File: src/assert_macros.svh
// ----------------------------------------------------------------------------
// Assertion macros
// Shared concurrent assertion shorthands, clocked on clk and disabled while
// arst_n is low.
// ----------------------------------------------------------------------------
`ifndef ASSERT_MACROS_SVH
`define ASSERT_MACROS_SVH

// Same-cycle implication.
`define ASSERT_IMPLIES(label, ante, cons, msg) \
	label: assert property (@(posedge clk) disable iff (!arst_n) (ante) |-> (cons)) \
		else $error(msg);

// Next-cycle implication.
`define ASSERT_NEXT(label, ante, cons, msg) \
	label: assert property (@(posedge clk) disable iff (!arst_n) (ante) |=> (cons)) \
		else $error(msg);

`endif

File: src/scfd_pkg.sv
// ----------------------------------------------------------------------------
// Serial command frame decoder package
// Payload types, action codes and sizing constants shared by the decoder.
// ----------------------------------------------------------------------------
package scfd_pkg;

	// Receive buffer depth in bytes and the width of the write index,
	// which must be able to hold the depth itself.
	localparam int BUF_DEPTH = 64;
	localparam int WIDX_W = $clog2(BUF_DEPTH + 1);

	// Only the header, the opcode and the two speed bytes are ever decoded.
	localparam int FRAME_BYTES = 7;
	localparam int SLOT_W = $clog2(FRAME_BYTES);

	localparam logic [7:0] HDR0 = 8'hC1;
	localparam logic [7:0] HDR1 = 8'hC2;
	localparam logic [7:0] HDR2 = 8'hC3;
	localparam logic [7:0] HDR3 = 8'hC4;

	localparam logic [7:0] OP_STOP = 8'h00;
	localparam logic [7:0] OP_START = 8'h01;
	localparam logic [7:0] OP_SET = 8'h02;

	localparam logic [7:0] IDLE_PARKED = 8'hFF;
	localparam logic [7:0] IDLE_TICKS_RESET = 8'd10;

	localparam logic KIND_BYTE = 1'b0;
	localparam logic KIND_TICK = 1'b1;

	typedef enum logic [2:0] {
		ACT_STOP = 3'd0,
		ACT_START = 3'd1,
		ACT_SET = 3'd2,
		ACT_REJECT = 3'd3,
		ACT_UNKNOWN = 3'd4
	} action_t;

	typedef struct packed {
		logic kind;
		logic [7:0] rx_byte;
	} in_item_t;

	typedef struct packed {
		action_t action;
		logic [7:0] left_target_speed;
		logic [7:0] right_target_speed;
		logic motor_running;
	} out_item_t;

endpackage

File: src/serial_command_frame_decoder_core.sv
// ----------------------------------------------------------------------------
// Serial command frame decoder core
// Buffers serial bytes, closes a frame after an idle period counted in
// millisecond ticks and decodes stop, start and set-speed commands.
// ----------------------------------------------------------------------------
// Flow: a transfer in is registered in the input stage and processed from
// there; a result is loaded from the input stage into the output register,
// and a stall can hold it in the input stage on the way.
// Throughput: one transfer per cycle, set by the single input stage feeding
// one result register; input stalls only while a result waits to be taken.
// Reset: arst_n low clears the frame bytes, write index, targets and running
// flag, parks the idle counter at 255 and loads the threshold with 10.
`include "assert_macros.svh"

module serial_command_frame_decoder_core (
	input  logic                 clk,
	input  logic                 arst_n,
	input  logic                 in_valid,
	output logic                 in_stall,
	input  scfd_pkg::in_item_t   in_data,
	output logic                 out_valid,
	input  logic                 out_stall,
	output scfd_pkg::out_item_t  out_data,
	input  logic                 cfg_we,
	input  logic [7:0]           cfg_data
);
	import scfd_pkg::*;

	// Input stage. A transfer is captured here and acted on from this register.
	logic      valid_s1;
	in_item_t  item_s1;

	// Architectural state. Of the receive buffer only the first bytes are
	// ever read, so only those are kept in flops; the write index still
	// walks the full depth so that the buffer-full drop behaves the same.
	logic [7:0]        frame_q [FRAME_BYTES];
	logic [WIDX_W-1:0] wr_idx_q;
	logic [7:0]        idle_q;
	logic [7:0]        idle_ticks_q;
	logic [7:0]        left_q;
	logic [7:0]        right_q;
	logic              running_q;

	// Output register.
	logic       out_valid_q;
	out_item_t  out_data_q;

	// Next-state values.
	logic [WIDX_W-1:0] wr_idx_d;
	logic [7:0]        idle_d;
	logic [7:0]        left_d;
	logic [7:0]        right_d;
	logic              running_d;
	logic              store_en;
	action_t           action_d;
	logic              produce;
	logic              close_frame;
	logic              header_ok;
	logic              advance;

	// The stage may move on unless it holds a result and the output register
	// is still occupied by one that has not been taken.
	assign advance = !(valid_s1 && produce && out_valid_q && out_stall);
	assign in_stall = valid_s1 && !advance;

	assign close_frame = (item_s1.kind == KIND_TICK) && (idle_q == idle_ticks_q);
	assign header_ok = (frame_q[0] == HDR0) && (frame_q[1] == HDR1) &&
		(frame_q[2] == HDR2) && (frame_q[3] == HDR3);
	assign produce = close_frame && header_ok;

	always_comb begin
		wr_idx_d = wr_idx_q;
		idle_d = idle_q;
		left_d = left_q;
		right_d = right_q;
		running_d = running_q;
		store_en = 1'b0;
		action_d = ACT_UNKNOWN;
		if (item_s1.kind == KIND_BYTE) begin
			if (wr_idx_q < WIDX_W'(BUF_DEPTH)) begin
				// A byte restarts the idle period; bytes past the decoded
				// window are counted but not kept.
				idle_d = '0;
				store_en = (wr_idx_q < WIDX_W'(FRAME_BYTES));
				wr_idx_d = wr_idx_q + 1'b1;
			end else begin
				// Buffer full: the byte is dropped and writing wraps.
				wr_idx_d = '0;
			end
		end else if (close_frame) begin
			if (header_ok) begin
				unique case (frame_q[4])
					OP_STOP: begin
						left_d = '0;
						right_d = '0;
						running_d = 1'b0;
						action_d = ACT_STOP;
					end
					OP_START: begin
						if (frame_q[5] == 8'd0) begin
							action_d = ACT_REJECT;
						end else begin
							left_d = frame_q[5];
							right_d = frame_q[5];
							running_d = 1'b1;
							action_d = ACT_START;
						end
					end
					OP_SET: begin
						left_d = frame_q[5];
						right_d = frame_q[6];
						running_d = 1'b1;
						action_d = ACT_SET;
					end
					default: begin
						action_d = ACT_UNKNOWN;
					end
				endcase
			end
			wr_idx_d = '0;
			idle_d = IDLE_PARKED;
		end else if (idle_q < idle_ticks_q) begin
			idle_d = idle_q + 8'd1;
		end
	end

	// Input stage register.
	always_ff @(posedge clk or negedge arst_n) begin
		if (!arst_n) begin
			valid_s1 <= 1'b0;
		end else if (!in_stall) begin
			valid_s1 <= in_valid;
		end
	end

	always_ff @(posedge clk) begin
		if (in_valid && !in_stall) begin
			item_s1 <= in_data;
		end
	end

	// Threshold register.
	always_ff @(posedge clk or negedge arst_n) begin
		if (!arst_n) begin
			idle_ticks_q <= IDLE_TICKS_RESET;
		end else if (cfg_we) begin
			idle_ticks_q <= cfg_data;
		end
	end

	// Decoder state, updated when the staged transfer is consumed.
	always_ff @(posedge clk or negedge arst_n) begin
		if (!arst_n) begin
			for (int i = 0; i < FRAME_BYTES; i++) begin
				frame_q[i] <= '0;
			end
			wr_idx_q <= '0;
			idle_q <= IDLE_PARKED;
			left_q <= '0;
			right_q <= '0;
			running_q <= 1'b0;
		end else if (valid_s1 && advance) begin
			if (store_en) begin
				frame_q[wr_idx_q[SLOT_W-1:0]] <= item_s1.rx_byte;
			end
			wr_idx_q <= wr_idx_d;
			idle_q <= idle_d;
			left_q <= left_d;
			right_q <= right_d;
			running_q <= running_d;
		end
	end

	// Output register. It refills in the same cycle that its result is taken.
	always_ff @(posedge clk or negedge arst_n) begin
		if (!arst_n) begin
			out_valid_q <= 1'b0;
		end else if (!out_valid_q || !out_stall) begin
			out_valid_q <= valid_s1 && produce;
		end
	end

	always_ff @(posedge clk) begin
		if (valid_s1 && produce && advance) begin
			out_data_q.action <= action_d;
			out_data_q.left_target_speed <= left_d;
			out_data_q.right_target_speed <= right_d;
			out_data_q.motor_running <= running_d;
		end
	end

	assign out_valid = out_valid_q;
	assign out_data = out_data_q;

	// A stop result always reports cleared targets and stopped motors.
	`ASSERT_IMPLIES(a_stop_clears, out_valid_q && out_data_q.action == ACT_STOP, !out_data_q.motor_running && out_data_q.left_target_speed == 8'd0 && out_data_q.right_target_speed == 8'd0, "stop result with nonzero targets")
	// The write index never runs past the buffer depth.
	`ASSERT_IMPLIES(a_widx_range, 1'b1, wr_idx_q <= WIDX_W'(BUF_DEPTH), "write index beyond buffer depth")
	// Closing a frame parks the idle counter and rewinds the write index.
	`ASSERT_NEXT(a_close_parks, valid_s1 && advance && close_frame, idle_q == IDLE_PARKED && wr_idx_q == '0, "frame close did not park counter")
	// Input is held back only by a pending result behind a blocked output.
	`ASSERT_IMPLIES(a_stall_cause, in_stall, valid_s1 && produce && out_valid_q && out_stall, "input stalled without a blocked result")

endmodule
File: config.mk
export PLATFORM = sky130hd
export DESIGN_NAME = serial_command_frame_decoder_core
export DESIGN_NICKNAME = d
export VERILOG_FILES = /design/src/scfd_pkg.sv /design/src/serial_command_frame_decoder_core.sv
export VERILOG_INCLUDE_DIRS = /design/src /design/src/src
export SDC_FILE = /design/constraint.sdc
export NUM_CORES = 1
export LEC_CHECK = 0
export BUFFER_PORTS_ARGS = -buffer_cell sky130_fd_sc_hd__buf_2
export CAP_MARGIN = 20
export CORE_MARGIN = 2
export CORE_UTILIZATION = 40
export CTS_CLUSTER_DIAMETER = 30
export DETAILED_ROUTE_END_ITERATION = 7
export PLACE_DENSITY = 0.57
export SLEW_MARGIN = 25
export SYNTH_ARGS = -nofsm -noshare
export SYNTH_HDL_FRONTEND = slang
export SYNTH_SLANG_ARGS = --single-unit
File: constraint.sdc
create_clock -name clk -period 3.9 [get_ports clk]
set_input_delay 0.78 -clock clk [delete_from_list [all_inputs] [get_ports clk]]
set_output_delay 0.78 -clock clk [all_outputs]
set_load 0.02 [all_outputs]
After elaboration in Yosys (flattened, before gate mapping)
Cells that the tools add are included.
Word-level totals
  flip-flop bits (word level): 127
  output and inout port bits: 22
  logic and storage cells: 92
Operators by class
  $add $sub $neg: 2
  magnitude comparators: 5
  eq/ne operators: 9
  mux-type cells: 29
  bitwise operators: 1
  reduce and logical (&&, ||, !) cells: 25
Operator list (count)
  8-bit two-way mux: 13
  56-bit bitwise mux: 1
  8-bit one-hot mux with 3 select lines: 2
  8-bit equality test, second input constant: 4
  8-bit demux with 3-bit select: 1
  7-bit two-way mux: 3
  8-bit logical NOT: 2
  1-bit logical AND: 13
  3-bit one-hot mux with 3 select lines: 1
  8-bit by 1-bit adder with 8-bit output, second input constant: 1
  8-bit by 1-bit equality test with 1-bit output, second input constant: 1
  8-bit by 2-bit equality test with 1-bit output, second input constant: 1
  8-bit equality test: 1
  8-bit < comparator: 1
  7-bit by 1-bit adder with 7-bit output, second input constant: 1
  7-bit by 3-bit < comparator with 1-bit output, second input constant: 1
  7-bit < comparator, second input constant: 1
  1-bit two-way mux: 6
  3-bit AND reduction: 2
  4-bit >= comparator, second input constant: 1
  1-bit logical NOT: 4
  4-bit by 1-bit < comparator with 1-bit output, second input constant: 1
  3-bit inverter with 4-bit output: 1
  2-bit AND reduction: 2
  6 further kinds: 6

Longest topological paths before layout
  depth after elaboration: 11
  mapped depth: 9

Worst setup path before layout
Ideal clock, no wire load.
  path kind: flip-flop to output port
  start point: register idle_q[0]
  end point: output in_stall
  arrival: 2.024 ns
  required time: 3.120 ns
  path slack: 1.096 ns
  stages on the path, launching flop included: 8
  path buffers: 0
  path through: dfstp_2 -> inv_1 -> ha_1 -> and4_1 -> nand3_1 -> nor4_4 -> nand2_1 -> nor2_1
On the way
  word-level cells in the longest chain between the ends: 7
Ends and longest elaborated chain
  start: declaration: RTL line serial_command_frame_decoder_core.sv:38  | logic [7:0] idle_q;
  start signal: assignment: RTL line serial_command_frame_decoder_core.sv:167  | idle_q <= idle_d;
  8-bit equality test: RTL line serial_command_frame_decoder_core.sv:66  | assign close_frame = (item_s1.kind == KIND_TICK) && (idle_q == idle_ticks_q);
  1-bit logical AND: RTL line serial_command_frame_decoder_core.sv:66
  1-bit logical AND: RTL line serial_command_frame_decoder_core.sv:69  | assign produce = close_frame && header_ok;
  1-bit logical AND (3 in a row): RTL line serial_command_frame_decoder_core.sv:63  | assign advance = !(valid_s1 && produce && out_valid_q && out_stall);
  1-bit logical AND: RTL line serial_command_frame_decoder_core.sv:64  | assign in_stall = valid_s1 && !advance;
  end: declaration: RTL line serial_command_frame_decoder_core.sv:19  | output logic in_stall,
No other way between the ends.

Final worst setup path
Ends and elaborated chain as after synthesis.

==> results.sh <==
export IMPL_slew_violations=0
export IMPL_vias=3798
export IMPL_synth_top_flop_cell="dfrtp_1"
export IMPL_drt_initial_drc_count=305
export IMPL_path_class="reg2out"
export IMPL_netlist_area_um2=5720
export IMPL_yosysSeqAreaShare_pct=58.3
export IMPL_route_antenna_remaining_nets=0
export IMPL_crit_family="simple AND/OR/NAND/NOR gates"
export IMPL_ctsResizeCount=0
export IMPL_synthTopCellsByArea="dfrtp_1, edfxtp_1, mux2_2"
export IMPL_drc_errors=0
export IMPL_fin_ws_ns=0.374
export IMPL_area_growth_pct=17.2
export IMPL_fmax_ghz=0.284
export IMPL_async_flop_share_pct=77.2
export IMPL_worst_slew_pin_slew_ns=0.759
export IMPL_cts_sinks=127
export IMPL_report_final_hold_viol_count=0
export IMPL_die_w_um=124
export IMPL_endpoint_kind="output port"
export IMPL_worstPathBufferInverterCount=2
export IMPL_die_y_um=124
export IMPL_io_buffers=43
export IMPL_synth_ff_latch_count=127
export IMPL_synth_avg_cell_area_um2=12.2
export IMPL_grt_usage_pct=16.9
export IMPL_critPathRequiredTime_ns=3.12
export IMPL_hpwl_um=8270
export IMPL_yosysWarnings=0
export IMPL_p_leak_nw=3.00
export IMPL_arrival_ns=2.75
export IMPL_grt_max_degree=40
export IMPL_synth_cells=467
export IMPL_post_drt_wl_per_cell_um=16.6
export IMPL_grt_antenna_before_repair=0
export IMPL_min_path_type="in2async"
export IMPL_path_cells="inv_1 -> ha_1 -> and4_1 -> nand3_1 -> nor4_4 -> nand2_1 -> nor2_1 -> buf_2"
export IMPL_place_gp_congestion=0.795
export IMPL_start_kind="flop"
export IMPL_core_area_um2=13900
export IMPL_dr_pass1_iters=4
export IMPL_synth_edf_count=29
export IMPL_power_mw=4.24
export IMPL_globalRouteOverflowTotal=0
export IMPL_tns_ns=0
export IMPL_r2r_end="out_data[13]"
export IMPL_rsz0062_at_grt="false"
export IMPL_insertion_delay_ns=0.41
export IMPL_cts_tree="built"
export IMPL_setup_viol=0
export IMPL_status="completed"
export IMPL_fin_worst_skew_ns=0.00966
export IMPL_grt_first_pass_wirelength_um=19300
export IMPL_cts_buffer_depth=2
export IMPL_cts_root_buf="clkbuf_16"
export IMPL_dp_slack_ns=0.793
export IMPL_p_per_area_nw_per_um2=633
export IMPL_cts_buffers=17
export IMPL_fin_nets=546
export IMPL_vdd_drop_max_mv=0.459
export IMPL_cp_slowest_stage_delay_ns=0.54
export IMPL_max_slew_margin_rel_pct=49.2
export IMPL_rr_startpoint="idle_q[0]"
export IMPL_wl_um=11700
export IMPL_crit_path_max_fanout=4
export IMPL_synth_top_area_share_pct=38.5
export IMPL_synth_cell_types=57
export IMPL_rrSetupSlack_ns=0.82
export IMPL_drive_above_1_share_pct=30.6
export IMPL_maxCapViolCount=0
export IMPL_initial_core_util_pct=41.0
export IMPL_htreeDepth=4
export IMPL_dieArea_um2=15300
export IMPL_yosys_area_top_type="dfrtp_1"
export IMPL_period_share_pct=90.4
export IMPL_crit_path_top_delay_cell="dfstp_2"
export IMPL_postCtsHoldBufs=0
export IMPL_vias_per_cell=5.37
export IMPL_n_antenna_cell=0
export IMPL_post_cts_buffers=0
export IMPL_clk_pin_slew_worst_paths_ns=0.06
export IMPL_syn_nets=499
export IMPL_grt_pass1_vias=3634
export IMPL_ios=44
export IMPL_rows=43
export IMPL_fin_crit_ns=3.53
export IMPL_worst_r2r_path_depth=7
==> worst max path at each step <==
stage	start	to	slack, ns	cells after the start
2_1_floorplan	idle_q[0]	in_stall	1.10	7
3_3_place_gp	idle_q[0]	out_data[13]	0.87	7
3_5_place_dp	idle_q[0]	in_stall	0.79	8
4_1_cts	idle_q[0]	in_stall	0.34	8
5_1_grt	idle_ticks_q[3]	in_stall	0.18	8
6_report	idle_q[0]	in_stall	0.37	8
==> sequential cells by signal, summed over array words and instances (netlist names) <==
register and count:
out_data 20, right_q 8, valid_s1 1, wr_idx_q 7, out_valid 1, running_q 1, frame_q 56, idle_q 8
left_q 8, idle_ticks_q 8, item_s1 9
==> report_power, final <==
| part | switching (mW) | leakage [nW] | total (mW) | internal (mW) |
|---|---|---|---|---|
| Clock | 0.537 | 0.288 | 1.56 | 1.02 |
| Combinational | 0.321 | 1.14 | 0.700 | 0.379 |
| Sequential | 0.308 | 1.57 | 1.98 | 1.67 |
==> cells in the final DEF, fill, tap and decap left out, types with 5 or more instances in the layout <==
cell type | netlist | final
dfrtp_1 | 88 | 88
clkbuf_16 | 0 | 17
clkbuf_1 | 12 | 5
nand3_1 | 9 | 9
ha_1 | 10 | 10
a31oi_1 | 6 | 6
clkbuf_8 | 0 | 5
nand2_1 | 57 | 57
mux2_2 | 57 | 57
nor2_1 | 13 | 13
edfxtp_1 | 29 | 29
nand4_1 | 9 | 9
buf_2 | 5 | 42
a22oi_1 | 8 | 8
o21ai_0 | 28 | 28
a21oi_1 | 13 | 13
a22o_1 | 17 | 17
or2_2 | 10 | 10
inv_1 | 15 | 15
dfstp_2 | 10 | 10
==> synthesized netlist by cell type (all sizes together), types with 2 or more instances <==
master,count
nand2,58
o31a,3
a21o,4
nand2b,2
inv,15
a22oi,8
a31oi,6
a22o,17
a21oi,13
o211ai,3
and2,2
dfrtp,88
a21boi,2
nand4,10
nor4bb,4
dfstp,10
clkbuf,12
nor2b,4
ha,10
or3,3
mux2i,3
nor3,5
and4,2
nor4,4
nand3,9
or4,4
mux2,57
o31ai,2
buf,6
or2,10
nor4b,6
edfxtp,29
o21ai,28
nor3b,2
nor2,14
==> layout make-up <==
cell class,instances,area [µm²]
clock buffers,27,513
clock inverters,5,77.6
fillers,1248,7230
inverters,15,56.3
multi-input cells,307,2250
flip-flops and latches,127,3340
well taps,180,225
repair buffers,46,240
==> cell families (layout without fill, tap and decap cells) <==
group	after synthesis	in the layout	synth area share, %
adders and majority gates	10	10	2.19
muxes	60	60	11.8
buffers and inverters	33	93	2.28
and+or+nand+nor	143	143	14.3
DFF	127	127	58.3
AOI/OAI and AO/OA	94	94	11.1
==> per-stage QoR <==
stage          std cells  utilization (%)  hold slack [ns]  area (µm²)
2_1_floorplan        467                -            0.450        5720
3_3_place_gp         675             43.8            0.463        6110
3_5_place_dp         675             43.8            0.471        6110
4_1_cts              707             48.1            0.355        6700
5_1_grt              707             48.1            0.373        6700
6_report             707             48.1            0.347        6700
==> routing by layer <==
metal	GRT usage, %	vias to the layer above	part of all wire (%)
met5	0	-	0
met4	5.47	0	0.63
met3	4.89	5	3.4
met2	25.7	69	47
met1	23.4	1897	49
li1	-	1827	-
No activity file was read; power rests on OpenSTA's default activity.
